===== config.mk =====
export PLATFORM = sky130hd
export DESIGN_NAME = asws_queue
export DESIGN_NICKNAME = d
export VERILOG_FILES = /design/src/rtl/asws_queue.sv
export SDC_FILE = /design/constraint.sdc
export NUM_CORES = 1
export LEC_CHECK = 0
export ABC_AREA = 1
export BUFFER_PORTS_ARGS = -buffer_cell sky130_fd_sc_hd__buf_2
export CORE_MARGIN = 2
export CORE_UTILIZATION = 45
export CTS_CLUSTER_SIZE = 8
export DETAILED_ROUTE_END_ITERATION = 6
export MAX_ROUTING_LAYER = met4
export PLACE_DENSITY = 0.76
export REMOVE_ABC_BUFFERS = 1
export SYNTH_ARGS = -nofsm -noshare
export SYNTH_HDL_FRONTEND = slang
export SYNTH_SLANG_ARGS = --single-unit

===== constraint.sdc =====
create_clock -name clk -period 4.9 [get_ports clk]
set_input_delay 0.98 -clock clk [delete_from_list [all_inputs] [get_ports clk]]
set_output_delay 0.98 -clock clk [all_outputs]
set_load 0.03 [all_outputs]

===== src/rtl/asws_queue.sv =====
// Two-entry queue between the normalising front end and the window back end.
// Depends on nothing but its width parameter.
`timescale 1ns / 1ps
`default_nettype none

module asws_queue #(
    parameter int WIDTH = 17
) (
    input  wire logic             clk,
    input  wire logic             rst_n,
    input  wire logic             push,
    input  wire logic [WIDTH-1:0] push_data,
    output logic                  push_ready,
    input  wire logic             pop,
    output logic [WIDTH-1:0]      pop_data,
    output logic                  pop_valid
);

    logic [WIDTH-1:0] slot_reg [2];
    logic             wr_ptr_reg, wr_ptr_next;
    logic             rd_ptr_reg, rd_ptr_next;
    logic [1:0]       fill_reg, fill_next;
    logic             do_push, do_pop;

    assign push_ready = (fill_reg != 2'd2);
    assign pop_valid  = (fill_reg != 2'd0);
    assign pop_data   = slot_reg[rd_ptr_reg];
    assign do_push    = push && push_ready;
    assign do_pop     = pop && pop_valid;

    // Pointer and fill bookkeeping
    always_comb
    begin
        wr_ptr_next = wr_ptr_reg ^ do_push;
        rd_ptr_next = rd_ptr_reg ^ do_pop;
        fill_next   = fill_reg + 2'(do_push) - 2'(do_pop);
    end

    always_ff @(posedge clk or negedge rst_n)
    begin
        if (!rst_n)
        begin
            wr_ptr_reg <= 1'b0;
            rd_ptr_reg <= 1'b0;
            fill_reg   <= 2'd0;
        end
        else
        begin
            wr_ptr_reg <= wr_ptr_next;
            rd_ptr_reg <= rd_ptr_next;
            fill_reg   <= fill_next;
        end
    end

    always_ff @(posedge clk)
    begin
        if (do_push)
        begin
            slot_reg[wr_ptr_reg] <= push_data;
        end
    end

endmodule

`default_nettype wire


==> run_results.csv, run 1 <==
group,metric,value,unit
status,status,"complete, no violations",
routing,first_iter_violations,56,
cells_and_area,largest_reg_flops,34,
worst_setup_path,crit_chain,"inv_4 -> nand2_1 -> nand2_1 -> buf_2",
timing,rsz0062_at_grt,"no",
place,portBuffers,39,
clock_tree,clkTransAtPathRegs,90,ps
clock_tree,clk_path_buf_depth,2,
timing,setup_slack,2280,ps
global_route,grt-ovfl-total,0,
pwr,ir_drop,0.306,mV
timing,fin_setup_tns,0,ps
place,post-place-ws,2610,ps
worst_setup_path,crit_slowest_cell,"dfrtp_1",
place,dp.cells,200,
routing,vias,931,
pwr,p_leak,0.799,nW
global_route,antenna_found_initial,0,
floorplan,dieArea,3770,µm²
cells_and_area,final_common_cell,"nand2_1",
yosys,yosysWarningCount,0,
clock_tree,holdBufCountCts,0,
clock_tree,cts_root_buf,"clkbuf_4",
routing,wire_per_inst,11.6,µm
yosys,synth_seq_cells,38,
floorplan,coreArea,3100,µm²
yosys,ys_seq_area_share,75.6,%
yosys,syn_avg_cell_area,12.4,µm²
place,dp_hpwl,1.69,mm
pwr,power,1.10,mW
clock_tree,cts_inserted_buffers,5,
yosys,ys_types,14,
timing,drv_slew,0,
cells_and_area,synthToLayoutAreaGrowth,18.1,%
worst_setup_path,end_kind,"primary output",
routing,viasPerCell,4.50,
timing,fin_worst_skew,4.60,ps
clock_tree,post_cts_buffers,0,
yosys,synthCells,120,
timing,worst_pin_slew,840,ps
cells_and_area,drive_above_1_share,30.1,%
cells_and_area,fillers,282,
cells_and_area,diodes,0,
worst_setup_path,crit_family,"flip-flops",
place,gp_congestion,0.631,
cells_and_area,final_cell_mix,"nand2_1, buf_2, edfxtp_1",
floorplan,die_h,61.4,µm
routing,wl,2.40,mm
floorplan,io_pins,40,
global_route,grt_max_degree,19,
global_route,grt_usage,14.0,%
routing,ant_nets,0,
cells_and_area,stdcell_count,207,
clock_tree,cts.sinks,38,
worst_setup_path,cp-start-kind,"flop",
clock_tree,clk_latency,320,ps
timing,fin_crit,2620,ps
worst_setup_path,slowest_delay,750,ps
worst_setup_path,cp.arrival,1640,ps
pwr,p_per_area,628,nW/µm²
floorplan,die_x,61.4,µm
timing,setup_viol,0,
worst_setup_path,criticalPathCategory,"reg -> out",
worst_setup_path,path_max_fanout,18,
timing,relSlewSlack,43.9,%
timing,layout_worst_path_cycle_share,53.4,%
floorplan,rows,20,
timing,fmax,382,MHz
clock_tree,cts_tree,"yes",
worst_setup_path,timing.critical_path.buf_inv,2,
worst_hold_path,hp-class,"in -> async",
worst_setup_path,crit_required,3920,ps
clock_tree,h-tree-depth,2,
routing,drt_first_pass_iters,4,
worst_setup_path,cpMostUsedCell,"nand2_1",
cells_and_area,nets,186,
yosys,syn_area,1480,µm²
routing,drc,0,
cells_and_area,fin_util,56.4,%
timing,hold_viol_final,0,
floorplan,initial_utilization,47.8,%
clock_tree,cts_resized,0,
global_route,grt_pass1_vias,872,
run,maxCapViolations,0,
global_route,grt_pass1_wl,3.55,mm
path summary, 6_finish.rpt:
path,from,to,slack [ps],depth (start not counted)
max reg2reg,fill_reg[1],slot_reg[0][0],3150,4
max,rd_ptr_reg,pop_data[12],2280,4
min reg2reg,fill_reg[0],fill_reg[0],580,1
min in group clk,fill_reg[0],fill_reg[0],580,1
min,rst_n,fill_reg[0],440,1
max in group asynchronous,rst_n,fill_reg[1],4330,1
final cells by class:
| cell class | count | area, µm² | area share (%) |
|---|---|---|---|
| Clock buffer | 7 | 45.0 | 2.57 |
| Inverter | 10 | 40.0 | 2.29 |
| Multi-Input combinational cell | 69 | 294 | 16.8 |
| Sequential cell | 38 | 1120 | 64.0 |
| Tap cell | 44 | 55.1 | 3.15 |
| Timing Repair Buffer | 39 | 195 | 11.2 |
worst register-to-register path, stage by stage (launching register included):
cell	delay [ps]
dfrtp_1	450
nand2_2	110
nand2_2	80
inv_1	80
ha_1	670
logic make-up (layout without fill, tap and decap cells):
| kind of cell | count (synthesis) | after routing | share of synthesized area [%] |
|---|---|---|---|
| and+or+nand+nor | 65 | 65 | 17.0 |
| DFF | 38 | 38 | 75.6 |
| buffers and inverters | 13 | 56 | 4.73 |
| adders and majority gates | 2 | 2 | 1.69 |
| AOI/OAI and AO/OA | 1 | 1 | 0.337 |
| xor gates and xnor gates | 1 | 1 | 0.591 |
power breakdown:
group,total (mW),switching (mW),internal (mW)
logic,0.465,0.342,0.123
clock network,0.138,0.0842,0.0541
registers,0.496,0.0491,0.447
routing by layer:
layer / vias to the layer above / wire length [µm] / GRT usage (%)
li1: 472 / - / -
met1: 422 / 985 / 13.7
met2: 34 / 1210 / 25.2
met3: 3 / 175 / 4.20
met4: 0 / 23 / 6.38
met5: - / 0 / -
synthesized netlist by cell type:
library cell / instances / share of area, %
xor2_1: 1 / 0.59
inv_1: 9 / 2.3
buf_6: 2 / 1.5
inv_4: 1 / 0.42
dfrtp_1: 4 / 6.8
edfxtp_1: 34 / 69
nor2_2: 1 / 0.42
nor2_1: 2 / 0.51
nand2_1: 59 / 15
nand2_2: 2 / 0.84
ha_1: 2 / 1.7
o21ai_1: 1 / 0.34
buf_4: 1 / 0.51
nand3_1: 1 / 0.34
through the flow:
stage          cell area [µm²]  hold slack (ps)
6_report                  1750              445
5_1_grt                   1750              433
4_1_cts                   1750              434
3_5_place_dp              1710              563
3_3_place_gp              1710              545
2_1_floorplan             1450              524
Note: power is estimated with default switching activity, not from simulation.
==> inputs of run 2 (changes only) <==
- clock period: 4.9 -> 2.65 ns (I/O delays scaled with it)
==> run_results.csv, run 2 (same netlist as run 1, synthesis figures left out) <==
group,metric,value,unit
pwr,p_int,1.17,mW
timing,fmax,496,MHz
worst_setup_path,cp.arrival,1490,ps
timing,fin_setup_tns,0,ps
global_route,grt-ovfl-total,0,
floorplan,coreArea,3100,µm²
worst_setup_path,path_max_fanout,11,
timing,rsz0062_at_grt,"no",
worst_setup_path,end_kind,"primary output",
clock_tree,cts_tree,"yes",
worst_setup_path,crit_required,2120,ps
worst_setup_path,slowest_delay,600,ps
status,status,"complete, no violations",
clock_tree,clk_path_buf_depth,2,
run,maxCapViolations,0,
pwr,p_per_area,1160,nW/µm²
timing,fin_crit,2020,ps
place,dp_hpwl,1.78,mm
timing,worst_pin_slew,447,ps
timing,drv_slew,0,
clock_tree,cts_inserted_buffers,5,
worst_setup_path,criticalPathCategory,"reg -> out",
global_route,grt_pass1_wl,3.88,mm
routing,wire_per_inst,11.5,µm
floorplan,initial_utilization,47.8,%
global_route,antenna_found_initial,0,
clock_tree,post_cts_buffers,0,
timing,fin_worst_skew,2.58,ps
pwr,seq_power_share,43.5,%
worst_hold_path,hold_path_depth,1,
cells_and_area,fillers,280,
global_route,grt_usage,15.6,%
timing,layout_worst_path_cycle_share,76.1,%
worst_setup_path,ff2ff_path_depth,4,
pwr,p_leak,0.823,nW
worst_setup_path,crit_chain,"buf_4 -> nand2_1 -> nand2_1 -> buf_2",
clock_tree,clk_latency,330,ps
cells_and_area,synthToLayoutAreaGrowth,20.6,%
pwr,p_sw_share,43.3,%
pwr,p_switching,0.896,mW
global_route,grt_pass1_vias,875,
cells_and_area,diodes,0,
routing,first_iter_violations,13,
cells_and_area,final_common_cell,"nand2_1",
floorplan,io_pins,40,
cells_and_area,nets,190,
worst_setup_path,crit_slowest_cell,"dfrtp_1",
clock_tree,h-tree-depth,2,
global_route,grt_max_degree,19,
floorplan,dieArea,3770,µm²
pwr,power,2.07,mW
worst_hold_path,hp-class,"in -> reg",
place,place_area,1730,µm²
floorplan,die_x,61.4,µm
routing,wl,2.43,mm
worst_setup_path,path_depth,4,
cells_and_area,final_cell_mix,"nand2_1, buf_2, edfxtp_1",
worst_setup_path,cp-start-kind,"flop",
timing,setup_slack,633,ps
cells_and_area,drive_above_1_share,31.5,%
timing,relSlewSlack,70.2,%
clock_tree,cts.sinks,38,
pwr,power_frac_clock,13.0,%
worst_setup_path,timing.critical_path.buf_inv,2,
worst_setup_path,crit_family,"flip-flops",
worst_setup_path,cpMostUsedCell,"nand2_1",
clock_tree,cts_resized,0,
clock_tree,cts_root_buf,"clkbuf_4",
floorplan,die_h,61.4,µm
cells_and_area,fin_util,57.6,%
pwr,comb_power_share,43.5,%
routing,viasPerCell,4.50,
floorplan,rows,20,
cells_and_area,fin_area,1790,µm²
routing,drc,0,
place,post-place-ws,974,ps
pwr,ir_drop,0.545,mV
timing,setup_viol,0,
cells_and_area,largest_reg_flops,34,
timing,hold_viol_final,0,
routing,vias,953,
routing,drt_first_pass_iters,4,
place,portBuffers,39,
clock_tree,clkTransAtPathRegs,100,ps
place,gp_congestion,0.656,
routing,ant_nets,0,
[run 2: layout make-up]
cell class                 instances  area, µm²  area share, %
tap                               44       55.1           3.08
clock inverter                     2       8.76          0.490
multi-input combinational         69        294           16.4
inverter                          10       40.0           2.24
timing repair buffer              43        228           12.7
clock buffer                       6       41.3           2.31
sequential                        38       1120           62.7
[run 2: what timing repair did]
item,4_1_cts,5_1_grt
hold endpoints to repair,4,0
endpoints found under the setup margin,0,0
hold buffers,1,0
[run 2: routing by layer]
metal	track usage [%]	vias to the layer above	part of all wire (%)	wire, µm
met3	6.51	4	6.3	154
met2	26.1	29	49	1200
met5	-	-	0	0
met4	5.47	0	1.2	28
met1	16.6	437	43	1050
li1	-	483	-	-
[run 2: worst paths after layout]
path	from	endpoint	slack [ps]
hold reg to reg	fill_reg[0]	fill_reg[0]	590
hold / removal	push_data[8]	slot_reg[1][8]	380
setup / recovery	rd_ptr_reg	pop_data[4]	630
min in group asynchronous	rst_n	fill_reg[1]	530
setup reg to reg	fill_reg[1]	slot_reg[1][1]	1110
max in group asynchronous	rst_n	wr_ptr_reg	2000
[run 2: power groups by stage]
stage / sequential (mW) / combinational (mW) / clock, mW
after detailed placement: 0.916 / 0.913 / 0
final: 0.900 / 0.900 / 0.268
after global placement: 0.906 / 0.890 / 0
after global routing: 0.917 / 1.00 / 0.310
after floorplan: 0.906 / 0.628 / 0
after CTS: 0.902 / 0.915 / 0.281
[run 2: through the flow]
stage / hold slack, ps / instances
3_5_place_dp: 344 / 203
3_3_place_gp: 339 / 203
2_1_floorplan: 234 / 117
5_1_grt: 345 / 212
4_1_cts: 357 / 212
6_report: 379 / 212
==> inputs of run 3 (changes only) <==
- ABC_AREA: 1 -> 0
- PLACE_DENSITY: 0.76 -> 0.79
- clock period: 2.65 -> 1.74 ns (I/O delays scaled with it)
==> run_results.csv, run 3 <==
group,metric,value,unit
yosys,synth-main-ff-cell,"edfxtp_1",
clock_tree,clkTransAtPathRegs,110,ps
worst_setup_path,end_kind,"primary output",
pwr,p_leak,0.848,nW
pwr,p_per_area,1800,nW/µm²
status,violations,"setup timing",
pwr,ir_drop,0.934,mV
clock_tree,clk_latency,340,ps
cells_and_area,synthToLayoutAreaGrowth,39.8,%
cells_and_area,stdcell_count,176,
worst_setup_path,crit_required,1390,ps
clock_tree,cts_tree,"yes",
global_route,grt_pass1_wl,3.77,mm
floorplan,io_pins,40,
floorplan,die_x,60.9,µm
yosys,async_flop_share,10.5,%
clock_tree,cts.sinks,38,
worst_setup_path,cp-start-kind,"flop",
yosys,ys_types,20,
cells_and_area,final_common_cell,"edfxtp_1",
worst_setup_path,cp.arrival,1390,ps
timing,rsz0062_at_grt,"yes",
timing,setup_viol,3,
cells_and_area,nets,154,
cells_and_area,drive_above_1_share,58.3,%
clock_tree,clk_path_buf_depth,2,
cells_and_area,final_cell_mix,"edfxtp_1, buf_6, buf_2",
worst_hold_path,hold_path_depth,1,
routing,drt_first_pass_iters,2,
cells_and_area,largest_reg_flops,34,
timing,fin_crit,1740,ps
timing,fin_worst_skew,5.02,ps
worst_hold_path,hold_end,"slot_reg[0][5]",
worst_setup_path,slowest_delay,460,ps
worst_setup_path,ff2ff_path_depth,3,
place,dp.cells,163,
global_route,grt_usage,15.7,%
yosys,yosysMostFrequentCell,"edfxtp_1",
yosys,synth-edff-count,34,
timing,hold_viol_final,0,
worst_setup_path,path_max_fanout,5,
yosys,yosysWarningCount,0,
worst_setup_path,criticalPathCategory,"reg -> out",
routing,drc,0,
global_route,grt_max_degree,18,
routing,wire_per_inst,14.1,µm
worst_setup_path,crit_slowest_cell,"dfrtp_2",
cells_and_area,diodes,0,
place,gp_congestion,0.742,
global_route,antenna_found_initial,0,
clock_tree,cts_root_buf,"clkbuf_4",
yosys,synth_top_area_share,70.0,%
floorplan,die_h,60.9,µm
worst_setup_path,timing.critical_path.buf_inv,2,
status,status,"complete, but fails checks",
floorplan,dieArea,3710,µm²
routing,viasPerCell,4.78,
yosys,syn_area,1460,µm²
place,dp_hpwl,1.62,mm
worst_setup_path,regToRegStartpoint,"fill_reg[1]",
global_route,grt_pass1_vias,839,
routing,wl,2.48,mm
worst_hold_path,hp-class,"in -> reg",
routing,vias,841,
worst_setup_path,reg2reg_to,"slot_reg[0][3]",
timing,setup_slack,-1.51,ps
timing,layout_worst_path_cycle_share,100,%
global_route,grt-ovfl-total,0,
timing,fmax,574,MHz
worst_setup_path,crit_chain,"buf_6 -> mux2_4 -> buf_6",
floorplan,coreArea,3080,µm²
timing,worst_pin_slew,427,ps
timing,relSlewSlack,71.6,%
pwr,power,3.66,mW
place,portBuffers,39,
worst_setup_path,reg2reg_slack,340,ps
worst_setup_path,cpMostUsedCell,"buf_6",
routing,first_iter_violations,27,
routing,ant_nets,0,
run,maxCapViolations,0,
yosys,ys_top_cells_by_area,"edfxtp_1, mux2_2, dfrtp_1",
yosys,syn_avg_cell_area,19.2,µm²
clock_tree,cts_inserted_buffers,5,
yosys,synth_seq_cells,38,
clock_tree,h-tree-depth,2,
timing,drv_slew,0,
floorplan,rows,20,
yosys,synthCells,76,
yosys,yosysTopAreaCell,"edfxtp_1",
yosys,synth_top_cells_by_count,"edfxtp_1, mux2_2, dfrtp_1",
yosys,ys_seq_area_share,76.9,%
place,post-place-ws,22.2,ps
floorplan,initial_utilization,47.4,%
worst_hold_path,min_from,"push_data[5]",
worst_setup_path,crit_family,"flip-flops",
-- run 3: what timing repair did --
action / 4_1_cts / 5_1_grt
gates cloned: 2 / 0
resized for setup: 59 / 3
setup endpoints to repair: 18 / 35
setup buffers: 2 / 0
hold endpoints to repair: 4 / 0
hold buffers: 1 / 0
pin swaps: 0 / 0
-- run 3: worst reg2reg max path: cells and delay by family, from the launching register on --
family / cells / cell delay [ps]
flip-flops: 1 / 400
adder cells (fa/ha/maj): 1 / 450
AND/OR/NAND/NOR: 2 / 220
-- run 3: cells by family after synthesis --
group	count (synthesis)	share of synthesized area, %
xor gates and xnor gates	2	1.20
adders and majority gates	2	1.72
AOI/OAI and AO/OA	4	2.15
buffers and inverters	4	1.63
and+or+nand+nor	9	3.26
DFF	38	76.9
muxes	17	13.1
-- run 3: area by class of cell --
class                           count  area, µm²
Sequential cell                    38       1120
Fill cell                         230       1040
Tap cell                           44       55.1
Clock buffer                        6       51.3
Timing Repair Buffer               50        408
Multi-Input combinational cell     34        382
Inverter                            2       7.51
Clock inverter                      2       12.5
-- run 3: where the power goes --
| group | internal (mW) | total, mW | switching (mW) | leakage (nW) |
|---|---|---|---|---|
| sequential | 1.26 | 1.33 | 0.0758 | 0.363 |
| clock | 0.194 | 0.470 | 0.276 | 0.0343 |
| combinational | 0.933 | 1.85 | 0.922 | 0.451 |
-- run 3: worst max path at each step --
stage	start	endpoint	slack, ps	depth (start not counted)
6_report	rd_ptr_reg	pop_data[14]	-2	3
5_1_grt	rd_ptr_reg	pop_data[16]	-50	3
4_1_cts	rd_ptr_reg	pop_data[16]	-30	3
3_5_place_dp	push	slot_reg[0][8]	20	3
3_3_place_gp	push	slot_reg[0][5]	100	3
2_1_floorplan	fill_reg[0]	slot_reg[0][0]	-40	3
-- run 3: layer usage --
| metal | track usage, % | routed length (µm) | share of wire [%] |
|---|---|---|---|
| met5 | - | 0 | 0 |
| met4 | 4.66 | 25 | 1.0 |
| met1 | 14.9 | 953 | 38 |
| met2 | 28.6 | 1350 | 55 |
| met3 | 6.61 | 142 | 5.7 |
-- run 3: per-stage QoR --
| step | util [%] | hold WS [ps] | instance area, µm² | TNS [ps] |
|---|---|---|---|---|
| floorplan | - | 52.4 | 1440 | -601 |
| global placement | 56.4 | 159 | 1740 | 0 |
| detailed placement | 56.4 | 165 | 1740 | 0 |
| CTS | 65.9 | 171 | 2030 | -330 |
| global route | 66.2 | 161 | 2040 | -619 |
| finish | 66.2 | 192 | 2040 | -3.96 |
