===== src/rtl/asws_pkg.sv =====
// Shared types and constants for the approximate sliding-window sum.
// Used by the interfaces, the front end, the back end and the top module; depends on nothing.
`timescale 1ns / 1ps
`default_nettype none

package asws_pkg;

    // Field widths
    localparam int SIZE_W     = 16;
    localparam int XW         = 17;    // normalised item, up to 2^16
    localparam int V_W        = 5;
    localparam int LEN_REG_W  = 11;
    localparam int RES_W      = 26;
    localparam int TOT_W      = 27;    // residual plus one item
    localparam int CNT_W      = 18;
    localparam int EST_W      = 27;
    localparam int THR_W      = 27;
    localparam int PROD_W     = THR_W + CNT_W;
    localparam int LEN_W      = 17;    // common width for length compares
    localparam int RING_DEPTH = 1024;
    localparam int RING_AW    = 10;
    localparam int MAX_LEN    = 1024;
    localparam int MAX_V      = 16;

    localparam logic [RES_W-1:0] RES_MAX = '1;
    localparam logic [CNT_W-1:0] CNT_MAX = '1;
    localparam logic [EST_W-1:0] EST_MAX = '1;

    // Configuration port
    localparam int CFG_IDX_W  = 3;
    localparam int CFG_DATA_W = 27;

    typedef logic [CFG_IDX_W-1:0] cfg_idx_t;

    localparam cfg_idx_t CFG_RANGE_MAX       = 3'd0;
    localparam cfg_idx_t CFG_PRECISION_BITS  = 3'd1;
    localparam cfg_idx_t CFG_LARGE_MODE      = 3'd2;
    localparam cfg_idx_t CFG_BLOCK_LEN       = 3'd3;
    localparam cfg_idx_t CFG_RING_LEN        = 3'd4;
    localparam cfg_idx_t CFG_BLOCK_THRESHOLD = 3'd5;
    localparam cfg_idx_t CFG_WINDOW_LEN      = 3'd6;

    typedef struct packed {
        logic [15:0] range_max;
        logic [4:0]  precision_bits;
        logic        large_mode;
        logic [10:0] block_len;
        logic [10:0] ring_len;
        logic [26:0] block_threshold;
        logic [10:0] window_len;
    } cfg_t;

    typedef enum logic [1:0] {
        FE_IDLE,
        FE_DIV,
        FE_PUSH
    } fe_state_t;

    typedef enum logic [2:0] {
        BE_CLEAR,
        BE_IDLE,
        BE_LOOK,
        BE_DIV,
        BE_FIN,
        BE_MUL,
        BE_EST
    } be_state_t;

endpackage

`default_nettype wire


===== src/rtl/asws_if.sv =====
// Valid/ready channel interfaces for packet sizes in and results out.
// Depends on asws_pkg for the field widths.
`timescale 1ns / 1ps
`default_nettype none

interface asws_in_if;
    logic                          valid;
    logic                          ready;
    logic [asws_pkg::SIZE_W-1:0]   packet_size;

    modport source (output valid, output packet_size, input ready);
    modport sink   (input valid, input packet_size, output ready);
endinterface


`default_nettype wire


===== src/rtl/asws_front.sv =====
// Front end: takes packet sizes and normalises them to round(size*2^v/range), capped at 2^v.
// Depends on asws_pkg and asws_if; one quotient bit per cycle.
`timescale 1ns / 1ps
`default_nettype none

module asws_front (
    input  wire logic                  clk,
    input  wire logic                  rst_n,
    asws_in_if.sink                    in_ch,
    input  wire asws_pkg::cfg_t        cfg,
    input  wire logic                  hold,
    output logic                       push_valid,
    output logic [asws_pkg::XW-1:0]    push_data,
    input  wire logic                  push_ready
);

    localparam int NUM_W  = 32;
    localparam int STEP_W = 5;

    asws_pkg::fe_state_t state_reg, state_next;
    logic [NUM_W-1:0]        rem_reg, rem_next;
    logic [NUM_W-1:0]        dsor_reg, dsor_next;
    logic [asws_pkg::XW-1:0] quo_reg, quo_next;
    logic [STEP_W-1:0]       step_reg, step_next;

    logic [15:0]             rng;
    logic [asws_pkg::V_W-1:0] v;
    logic [NUM_W-1:0]        num;
    logic [asws_pkg::XW-1:0] one;
    logic                    sat_hit;
    logic                    ge;

    // Clamp the normaliser and the precision
    assign rng = (cfg.range_max == 16'd0) ? 16'd1 : cfg.range_max;
    assign v   = (cfg.precision_bits == '0) ? asws_pkg::V_W'(1) :
                 (cfg.precision_bits > asws_pkg::V_W'(asws_pkg::MAX_V)) ?
                 asws_pkg::V_W'(asws_pkg::MAX_V) : cfg.precision_bits;

    // Numerator with half-up rounding term
    assign num     = (NUM_W'(in_ch.packet_size) << v) + NUM_W'(rng >> 1);
    assign one     = asws_pkg::XW'(1) << v;
    assign sat_hit = {1'b0, num} >= ((NUM_W + 1)'(rng) << asws_pkg::XW);
    assign ge      = rem_reg >= dsor_reg;

    assign in_ch.ready = (state_reg == asws_pkg::FE_IDLE) && !hold;
    assign push_valid  = (state_reg == asws_pkg::FE_PUSH);
    assign push_data   = (quo_reg > one) ? one : quo_reg;

    always_ff @(posedge clk or negedge rst_n)
    begin
        if (!rst_n)
        begin
            state_reg <= asws_pkg::FE_IDLE;
        end
        else
        begin
            state_reg <= state_next;
        end
    end

    always_ff @(posedge clk)
    begin
        rem_reg  <= rem_next;
        dsor_reg <= dsor_next;
        quo_reg  <= quo_next;
        step_reg <= step_next;
    end

    // Restoring divider sequence
    always_comb
    begin
        state_next = state_reg;
        rem_next   = rem_reg;
        dsor_next  = dsor_reg;
        quo_next   = quo_reg;
        step_next  = step_reg;
        case (state_reg)
            asws_pkg::FE_IDLE:
            begin
                if (in_ch.valid && in_ch.ready)
                begin
                    if (sat_hit)
                    begin
                        quo_next   = one;
                        state_next = asws_pkg::FE_PUSH;
                    end
                    else
                    begin
                        rem_next   = num;
                        dsor_next  = NUM_W'(rng) << (asws_pkg::XW - 1);
                        quo_next   = '0;
                        step_next  = STEP_W'(asws_pkg::XW - 1);
                        state_next = asws_pkg::FE_DIV;
                    end
                end
            end
            asws_pkg::FE_DIV:
            begin
                if (ge)
                begin
                    rem_next = rem_reg - dsor_reg;
                end
                quo_next  = {quo_reg[asws_pkg::XW-2:0], ge};
                dsor_next = dsor_reg >> 1;
                step_next = step_reg - STEP_W'(1);
                if (step_reg == '0)
                begin
                    state_next = asws_pkg::FE_PUSH;
                end
            end
            asws_pkg::FE_PUSH:
            begin
                if (push_ready)
                begin
                    state_next = asws_pkg::FE_IDLE;
                end
            end
            default:
            begin
                state_next = asws_pkg::FE_IDLE;
            end
        endcase
    end

endmodule

`default_nettype wire


===== src/flat_wrapper.sv =====
// flat-port wrapper written by rule: the top's interface ports become plain ports
module asws_front_flat 
  (clk, rst_n, cfg, hold, push_valid, push_data, push_ready, in_ch_valid, in_ch_packet_size, in_ch_ready);
  asws_in_if in_ch_i ();
  input  wire logic clk;
  input  wire logic rst_n;
  input  wire asws_pkg::cfg_t cfg;
  input  wire logic hold;
  output logic push_valid;
  output logic [asws_pkg::XW-1:0] push_data;
  input  wire logic push_ready;
  input wire logic [$bits(in_ch_i.valid)-1:0] in_ch_valid;
  input wire logic [$bits(in_ch_i.packet_size)-1:0] in_ch_packet_size;
  output wire logic [$bits(in_ch_i.ready)-1:0] in_ch_ready;
  assign in_ch_i.valid = in_ch_valid;
  assign in_ch_i.packet_size = in_ch_packet_size;
  assign in_ch_ready = in_ch_i.ready;
  asws_front u_core (.clk(clk), .rst_n(rst_n), .in_ch(in_ch_i), .cfg(cfg), .hold(hold), .push_valid(push_valid), .push_data(push_data), .push_ready(push_ready));
endmodule

===== config.mk =====
export PLATFORM = sky130hd
export DESIGN_NAME = asws_front_flat
export DESIGN_NICKNAME = d
export VERILOG_FILES = /design/src/rtl/asws_pkg.sv /design/src/rtl/asws_if.sv /design/src/rtl/asws_front.sv /design/src/flat_wrapper.sv
export SDC_FILE = /design/constraint.sdc
export NUM_CORES = 1
export LEC_CHECK = 0
export BUFFER_PORTS_ARGS = -buffer_cell sky130_fd_sc_hd__buf_2
export CAP_MARGIN = 25
export CORE_MARGIN = 2
export CORE_UTILIZATION = 50
export CTS_BUF_LIST = sky130_fd_sc_hd__clkbuf_8 sky130_fd_sc_hd__clkbuf_16
export DETAILED_ROUTE_END_ITERATION = 10
export PLACE_DENSITY = 0.71
export SYNTH_ARGS = -nofsm -noshare
export SYNTH_HDL_FRONTEND = slang
export SYNTH_SLANG_ARGS = --single-unit

===== constraint.sdc =====
create_clock -name clk -period 5.8 [get_ports clk]
set_input_delay 0.29 -clock clk [delete_from_list [all_inputs] [get_ports clk]]
set_output_delay 0.29 -clock clk [all_outputs]
set_load 0.03 [all_outputs]

==> PnR_summary.wiki, run 1 <==
{| class="wikitable"
! Metric !! Value
|-
| Number of sinks driven by the clock tree || 88
|-
| Floorplan Core Area || 17400 um2
|-
| Type of the worst min-delay path || input pin to register
|-
| Area occupied by registers || 2630 um2
|-
| Endpoint of the worst hold-timing path || u_core.state_reg[1]
|-
| Multiplexer area fraction after synthesis || 6.43%
|-
| Crit path kind || input pin to register
|-
| Worst reg2reg path startpoint || u_core.dsor_reg[1]
|-
| Slew Limit Headroom || 39.1%
|-
| Cell depth of the worst flop-to-flop path || 11
|-
| Area Overhead vs Synth || 20.9%
|-
| Area share of the largest cell type after synthesis || 28.9%
|-
| Startpoint type of the worst setup path || input pin
|-
| Category of the worst setup path capture point || register
|-
| Most area-consuming cells after synthesis || edfxtp_1, ha_1, nand2_1, mux2i_1, o21ai_0
|-
| Result of the run || completed
|-
| Synth unique cells || 88
|-
| HPWL reported at the end of detailed placement || 18700 um
|-
| Synth Area in Compound Gates || 21.8%
|-
| First-pass GRT wire length || 38700 um
|-
| Post-Synthesis Cells || 1038
|-
| Power density relative to cell area || 560 nW/um2
|-
| Clock Skew || 0.00883 ns
|-
| Final Routed Wirelength || 24800 um
|-
| Clk Latency, worst-skew pair || 0.35 ns
|-
| Clock transition at the register clock pins on the worst setup and hold paths after CTS || 0.07 ns
|-
| Synthesis Warnings || 0
|-
| All-layer global routing usage || 25.8%
|-
| Max IR drop VDD || 0.369 mV
|-
| Worst-case register-to-register setup slack || 2.07 ns
|-
| Detailed Routing Iterations Pass 1 || 5
|-
| Dominant combinational cell family by area after synthesis || compound AO/OA/AOI/OAI gates
|-
| Horiz. Die Dim || 138 um
|-
| Count of state elements after synthesis || 88
|-
| Simple-gate share of the synthesized area || 18.2%
|-
| Count of endpoints failing setup in the final report || 0
|-
| Slew Limit Fails || 0
|-
| Adder and majority gate portion of the synthesized area || 11.6%
|-
| Fmax || 180 MHz
|-
| Largest area contributor in the netlist || edfxtp_1
|-
| Initial standard-cell utilization of the core || 51.4%
|-
| H-tree level count || 3
|-
| # fillers || 1463
|-
| Leak pwr || 4.77 nW
|-
| Fin nets || 1346
|-
| Maximum number of pins on one net before global-route repair || 76
|-
| Number of global-route vias before repair || 7720
|-
| Sequential fraction of the synthesis area || 29.4%
|-
| Capture point of the worst reg-to-reg path || u_core.rem_reg[29]
|-
| Multi-input logic area || 6020 um2
|-
| Root Buffer Master || clkbuf_16
|-
| Average wire per cell in the routed design || 17.8 um
|-
| Synthesized area || 8940 um2
|-
| Number of instances in the placed design || 1362
|-
| Worst-path fanout max || 25
|-
| Most numerous cell types in the synthesized netlist || nand2_1, edfxtp_1, inv_1, ha_1, nor2_1
|-
| Iteration-0 DRC count of the detailed router || 778
|-
| Share of flip-flops with an asynchronous set or reset || 2.27%
|-
| Antenna viol nets, final || 0
|-
| Count of pins on the block boundary || 122
|-
| Clock buffer depth || 2
|-
| WHS Path Cells || 4
|-
| Fraction of layout cells with a size suffix above 1 || 24.0%
|-
| Leading register cell type out of synthesis || edfxtp_1
|-
| Syn_area_per_cell || 8.62 um2
|-
| Startpoint of the most critical hold path || push_ready
|-
| Final hold violations || 0
|-
| Remaining global-route overflow || 0
|-
| Leading cell type by number of instances after synthesis || nand2_1
|-
| Initial antenna violation count || 0
|-
| Number of remaining DRC errors || 0
|-
| Count of flip-flops with a built-in enable after synthesis || 86
|-
| Fraction of synthesized cell area in xor and xnor cells || 5.48%
|-
| Count of placed standard cells in the final layout, fillers left out || 1391
|-
| Final cycle utilization of the critical path || 95.9%
|-
| Clock tree from TritonCTS || done
|-
| Least-Margin Pin Slew || 0.913 ns
|-
| Required time of the critical path || 5.84 ns
|-
| Die boundary height || 138 um
|-
| Min cycle time layout || 5.56 ns
|-
| Number of cell rows || 48
|-
| Via count || 8297
|-
| Critical path arrival || 5.60 ns
|-
| Count of inserted antenna diode cells || 0
|-
| Global placer's final weighted congestion || 0.962
|-
| Number of buffer cells added on primary ports || 60
|-
| Via count normalized by instance count || 5.96
|-
| Max-cap viol count || 0
|-
| Inserted Clock Buffers || 9
|-
| Tot Pwr || 6.05 mW
|-
| Die area || 19000 um2
|}
[logic make-up (layout without fill, tap and decap cells)]
group,Yosys count,after routing
XOR/XNOR,56,56
adder cells (fa/ha/maj),82,82
buffers and inverters,149,276
AO/OA/AOI/OAI,289,289
flip-flops,88,88
multiplexers,52,52
other,1,2
AND/OR/NAND/NOR,321,321
[worst max-delay path, stage by stage]
cell,delay [ns]
buf_2,0.13
nor4_4,0.31
inv_2,0.08
nand2_4,0.09
mux4_2,0.53
mux4_2,0.46
and2_4,0.16
ha_4,0.25
buf_4,0.11
a21oi_2,0.06
a31o_4,0.22
nor4b_4,0.33
buf_4,0.19
nand2_1,0.08
xnor2_2,0.22
ha_1,0.27
nor2b_1,0.13
o21a_1,0.16
o21a_1,0.16
o21a_1,0.16
o21a_1,0.16
o21ai_1,0.15
a211oi_2,0.11
a31o_4,0.25
a211oi_4,0.26
buf_12,0.23
[cell type report]
| cell class | count | area share (%) |
|---|---|---|
| clock buffer | 9 | 2.08 |
| clock inverter | 7 | 0.660 |
| inverter | 87 | 3.02 |
| multi-input combinational | 802 | 55.6 |
| sequential | 88 | 24.3 |
| tap | 225 | 2.60 |
| timing repair buffer | 173 | 11.7 |
[where the power goes]
| part | total, mW | internal, mW | switching, mW |
|---|---|---|---|
| clock | 0.597 | 0.335 | 0.262 |
| combinational | 4.00 | 1.64 | 2.36 |
| sequential | 1.45 | 1.30 | 0.155 |
[cells in the final DEF, fill, tap and decap left out, drive strengths merged, types with 23 or more instances in the layout]
cell and n:
buf 170, mux2i 35, nand2 110, a21o 23, nor3 27, edfxtp 86
nor2 71, ha 80, o21ai 68, inv 90, a21oi 61, xnor2 36
nand3 23
[how the worst max path moves through the flow]
stage,depth (start not counted),endpoint,slack [ns],startpoint
6_report,26,u_core.rem_reg[8],0.24,cfg[62]
5_1_grt,27,u_core.dsor_reg[28],-0.06,cfg[62]
4_1_cts,30,u_core.dsor_reg[4],0.07,cfg[65]
3_5_place_dp,29,u_core.quo_reg[1],-0.27,cfg[65]
3_3_place_gp,29,u_core.quo_reg[1],-0.20,cfg[65]
2_1_floorplan,22,u_core.rem_reg[0],-0.17,cfg[65]
[metrics by stage]
stage | instance area [um2] | setup TNS (ns) | hold slack [ns] | util (%) | worst slack (ns)
6_report | 10800 | 0 | 0.250 | 62.1 | 0.240
5_1_grt | 10800 | -2.50 | 0.277 | 62.1 | -0.0581
4_1_cts | 10400 | 0 | 0.239 | 59.7 | 0.0660
3_5_place_dp | 10100 | -18.34 | 0.0757 | 58.0 | -0.267
3_3_place_gp | 10100 | -8.79 | 0.0747 | 58.0 | -0.198
2_1_floorplan | 9000 | -5.58 | -0.00559 | - | -0.175
[routing by layer]
metal / track usage, % / part of all wire, % / vias to the layer above
li1: - / - / 4054
met1: 38.0 / 47 / 3905
met2: 41.0 / 45 / 303
met3: 1.69 / 6.5 / 35
met4: 6.86 / 2.3 / 0
met5: 0 / 0 / -
[timing repair]
| item | in CTS | in global routing |
|---|---|---|
| resized for setup | 0 | 53 |
| setup endpoints to repair | 0 | 87 |
| setup buffers | 0 | 9 |
| hold buffers | 1 | 0 |
| hold endpoints to repair | 2 | 0 |
Note: power is estimated with default switching activity, not from simulation.
==> run 2, diff against run 1 <==
Settings changed: CORE_UTILIZATION 50 to 38, PLACE_DENSITY 0.71 to not set.
==> run 2 against run 1 <==
Effect of this change: setup slack got worse by 0.10 ns; clock skew is 0.0017 ns lower; sequential share of layout area down 0.86 points; non-clock buffer count up 22; power is 2.3% higher; design area up 3.7%; via count is 0.64% higher; clock power is 11% higher; fmax down 1.8%; critical path type unchanged; largest cell class unchanged; largest power group unchanged.
==> PnR_summary.wiki, run 2 (same netlist as run 1, synthesis figures left out) <==
{| class="wikitable"
! Metric !! Value
|-
| Number of buffer cells added on primary ports || 60 (unchanged)
|-
| Least-Margin Pin Slew || 0.830 ns (-0.0832 ns)
|-
| Detailed Routing Iterations Pass 1 || 6 (+1)
|-
| Iteration-0 DRC count of the detailed router || 632 (-19%)
|-
| Min cycle time layout || 5.66 ns (+0.100 ns)
|-
| Result of the run || completed
|-
| Crit path kind || input pin to register
|-
| Clock transition at the register clock pins on the worst setup and hold paths after CTS || 0.07 ns (about the same)
|-
| HPWL reported at the end of detailed placement || 19800 um (+6.4%)
|-
| Initial standard-cell utilization of the core || 38.5% (-13 points)
|-
| Die boundary height || 157 um (+14%)
|-
| Worst-path cell with the longest stage delay || mux4_2
|-
| Critical path arrival || 5.72 ns (+0.12 ns)
|-
| Root Buffer Master || clkbuf_16
|-
| Count of inserted antenna diode cells || 0 (unchanged)
|-
| Antenna viol nets, final || 0 (unchanged)
|-
| Worst-case register-to-register setup slack || 2.06 ns (about the same)
|-
| Count of pins on the block boundary || 122 (unchanged)
|-
| First-pass GRT wire length || 41100 um (+6.1%)
|-
| Max IR drop VDD || 0.262 mV (-29%)
|-
| Aggregate negative setup slack || 0 ns (unchanged)
|-
| Worst reg2reg path startpoint || u_core.dsor_reg[0]
|-
| Startpoint of the most critical hold path || push_ready
|-
| Final Routed Wirelength || 26400 um (+6.2%)
|-
| Count of endpoints failing setup in the final report || 0 (unchanged)
|-
| Fraction of layout cells with a size suffix above 1 || 26.1% (+2.1 points)
|-
| Worst-path fanout max || 8 (-68%)
|-
| Max-cap viol count || 0 (unchanged)
|-
| Leak pwr || 4.92 nW (+3.0%)
|-
| Number of global-route vias before repair || 7798 (+1.0%)
|-
| Type of the worst min-delay path || input pin to register
|-
| Global placer's final weighted congestion || 0.913 (-5.0%)
|-
| Count of placed standard cells in the final layout, fillers left out || 1507 (+8.3%)
|-
| Power density relative to cell area || 553 nW/um2 (-1.3%)
|-
| Number of cells on the critical path || 28 (+7.7%)
|-
| Clock tree from TritonCTS || done
|-
| Leading cell type in the layout, fill and taps excluded || buf_4
|-
| Number of buffers and inverters on the critical path || 7 (+2)
|-
| Clock buffer depth || 2 (unchanged)
|-
| Capture point of the worst reg-to-reg path || u_core.rem_reg[30]
|-
| Endpoint of the worst hold-timing path || u_core.state_reg[1]
|-
| Final cycle utilization of the critical path || 97.6% (+1.7 points)
|-
| Number of instances in the placed design || 1467 (+7.7%)
|-
| Number of sinks driven by the clock tree || 88 (unchanged)
|-
| # fillers || 2264 (+55%)
|-
| Slew Limit Headroom || 44.3% (+5.2 points)
|-
| WHS Path Cells || 4 (unchanged)
|-
| Horiz. Die Dim || 157 um (+14%)
|-
| Required time of the critical path || 5.86 ns (+0.02 ns)
|-
| Die area || 24800 um2 (+31%)
|-
| All-layer global routing usage || 20.9% (-4.9 points)
|-
| Category of the worst setup path capture point || register
|-
| Maximum number of pins on one net before global-route repair || 76 (unchanged)
|-
| Clk Latency, worst-skew pair || 0.35 ns (about the same)
|-
| H-tree level count || 3 (unchanged)
|-
| Fmax || 177 MHz (-1.8%)
|-
| Via count || 8350 (+0.64%)
|-
| Share of the core filled with cells in the final layout || 48.2% (-14 points)
|-
| Cell depth of the worst flop-to-flop path || 13 (+2)
|-
| Initial antenna violation count || 0 (unchanged)
|-
| Most frequent cell on the critical path || buf_4
|-
| Startpoint type of the worst setup path || input pin
|-
| Clock Skew || 0.00710 ns (-0.00173 ns)
|-
| Top Family by Delay on Critical Path || simple AND/OR/NAND/NOR gates
|-
| Critical path's largest stage delay || 0.54 ns (about the same)
|-
| Slew Limit Fails || 0 (unchanged)
|-
| Final hold violations || 0 (unchanged)
|-
| Fin nets || 1368 (+1.6%)
|-
| Leading cell types in the layout, fill and taps excluded || buf_4, nand2_1, inv_1, edfxtp_1, ha_1
|-
| Number of remaining DRC errors || 0 (unchanged)
|-
| Inserted Clock Buffers || 9 (unchanged)
|-
| Number of cell rows || 56 (+17%)
|-
| Tot Pwr || 6.19 mW (+2.3%)
|-
| Floorplan Core Area || 23300 um2 (+34%)
|-
| Average wire per cell in the routed design || 17.5 um (-2.0%)
|-
| Remaining global-route overflow || 0 (unchanged)
|-
| Via count normalized by instance count || 5.54 (-7.1%)
|-
| Area Overhead vs Synth || 25.3%
|}
[run 2: cell count changes in the layout (fill, tap and decap cells not counted), sizes merged]
cell	previous run	this run
buf	170	191
clkbuf	11	14
clkinvlp	2	0
clkinv	1	2
bufinv	1	2
inv	90	88
[run 2: layer usage]
| metal | vias up | global-route usage, % | wire length (um) |
|---|---|---|---|
| met4 | 0 | 5.84 | 499 |
| li1 | 4090 | - | - |
| met5 | - | 0 | 0 |
| met1 | 3979 | 30.9 | 12900 |
| met3 | 36 | 2.95 | 1340 |
| met2 | 245 | 31.5 | 11600 |
[run 2: worst max path at each step]
stage / startpoint / slack (ns) / to
2_1_floorplan: cfg[65] / -0.17 / u_core.rem_reg[0]
6_report: cfg[62] / 0.14 / u_core.rem_reg[30]
4_1_cts: cfg[65] / 0.06 / u_core.rem_reg[4]
3_5_place_dp: cfg[65] / -0.29 / u_core.rem_reg[4]
5_1_grt: cfg[65] / -0.07 / u_core.rem_reg[21]
3_3_place_gp: cfg[65] / -0.26 / u_core.rem_reg[5]
[run 2: repair_timing]
| item | 4_1_cts | 5_1_grt |
|---|---|---|
| buffers inserted | 0 | 19 |
| hold buffers | 1 | 0 |
| hold endpoints to repair | 2 | 0 |
| setup endpoints to repair | 0 | 87 |
| gates resized for setup | 0 | 61 |
[run 2: power breakdown]
group	switching (mW)	leakage (nW)	internal, mW	total, mW
clock network	0.260	0.167	0.402	0.662
logic	2.38	3.86	1.70	4.08
registers	0.157	0.895	1.30	1.46
[run 2: worst register-to-register path, stage by stage (launching register included)]
cell,delay [ns]
edfxtp_1,0.37
ha_1,0.24
fa_1,0.41
nor2b_1,0.17
o2111ai_1,0.17
a311oi_1,0.41
a2111o_1,0.27
o211ai_1,0.16
a311oi_1,0.33
a2111oi_0,0.11
buf_4,0.19
a211oi_4,0.31
buf_12,0.17
buf_8,0.15
[run 2: metrics by stage]
| step | setup slack, ns | hold slack, ns | cell area (um2) |
|---|---|---|---|
| final | 0.140 | 0.241 | 11200 |
| after global placement | -0.256 | 0.0764 | 10300 |
| after detailed placement | -0.294 | 0.0775 | 10300 |
| after CTS | 0.0612 | 0.238 | 10700 |
| after global routing | -0.0678 | 0.268 | 11200 |
| after floorplan | -0.175 | -0.00559 | 9000 |
[run 2: area by class of cell]
class                   count  area, um2  area share, %
well taps                 319        399           3.56
flip-flops and latches     88       2630           23.5
repair buffers            195       1460           13.0
clock buffers              11        253           2.25
clock inverters             5       81.3          0.725
multi-input cells         802       6060           54.1
inverters                  87        327           2.91
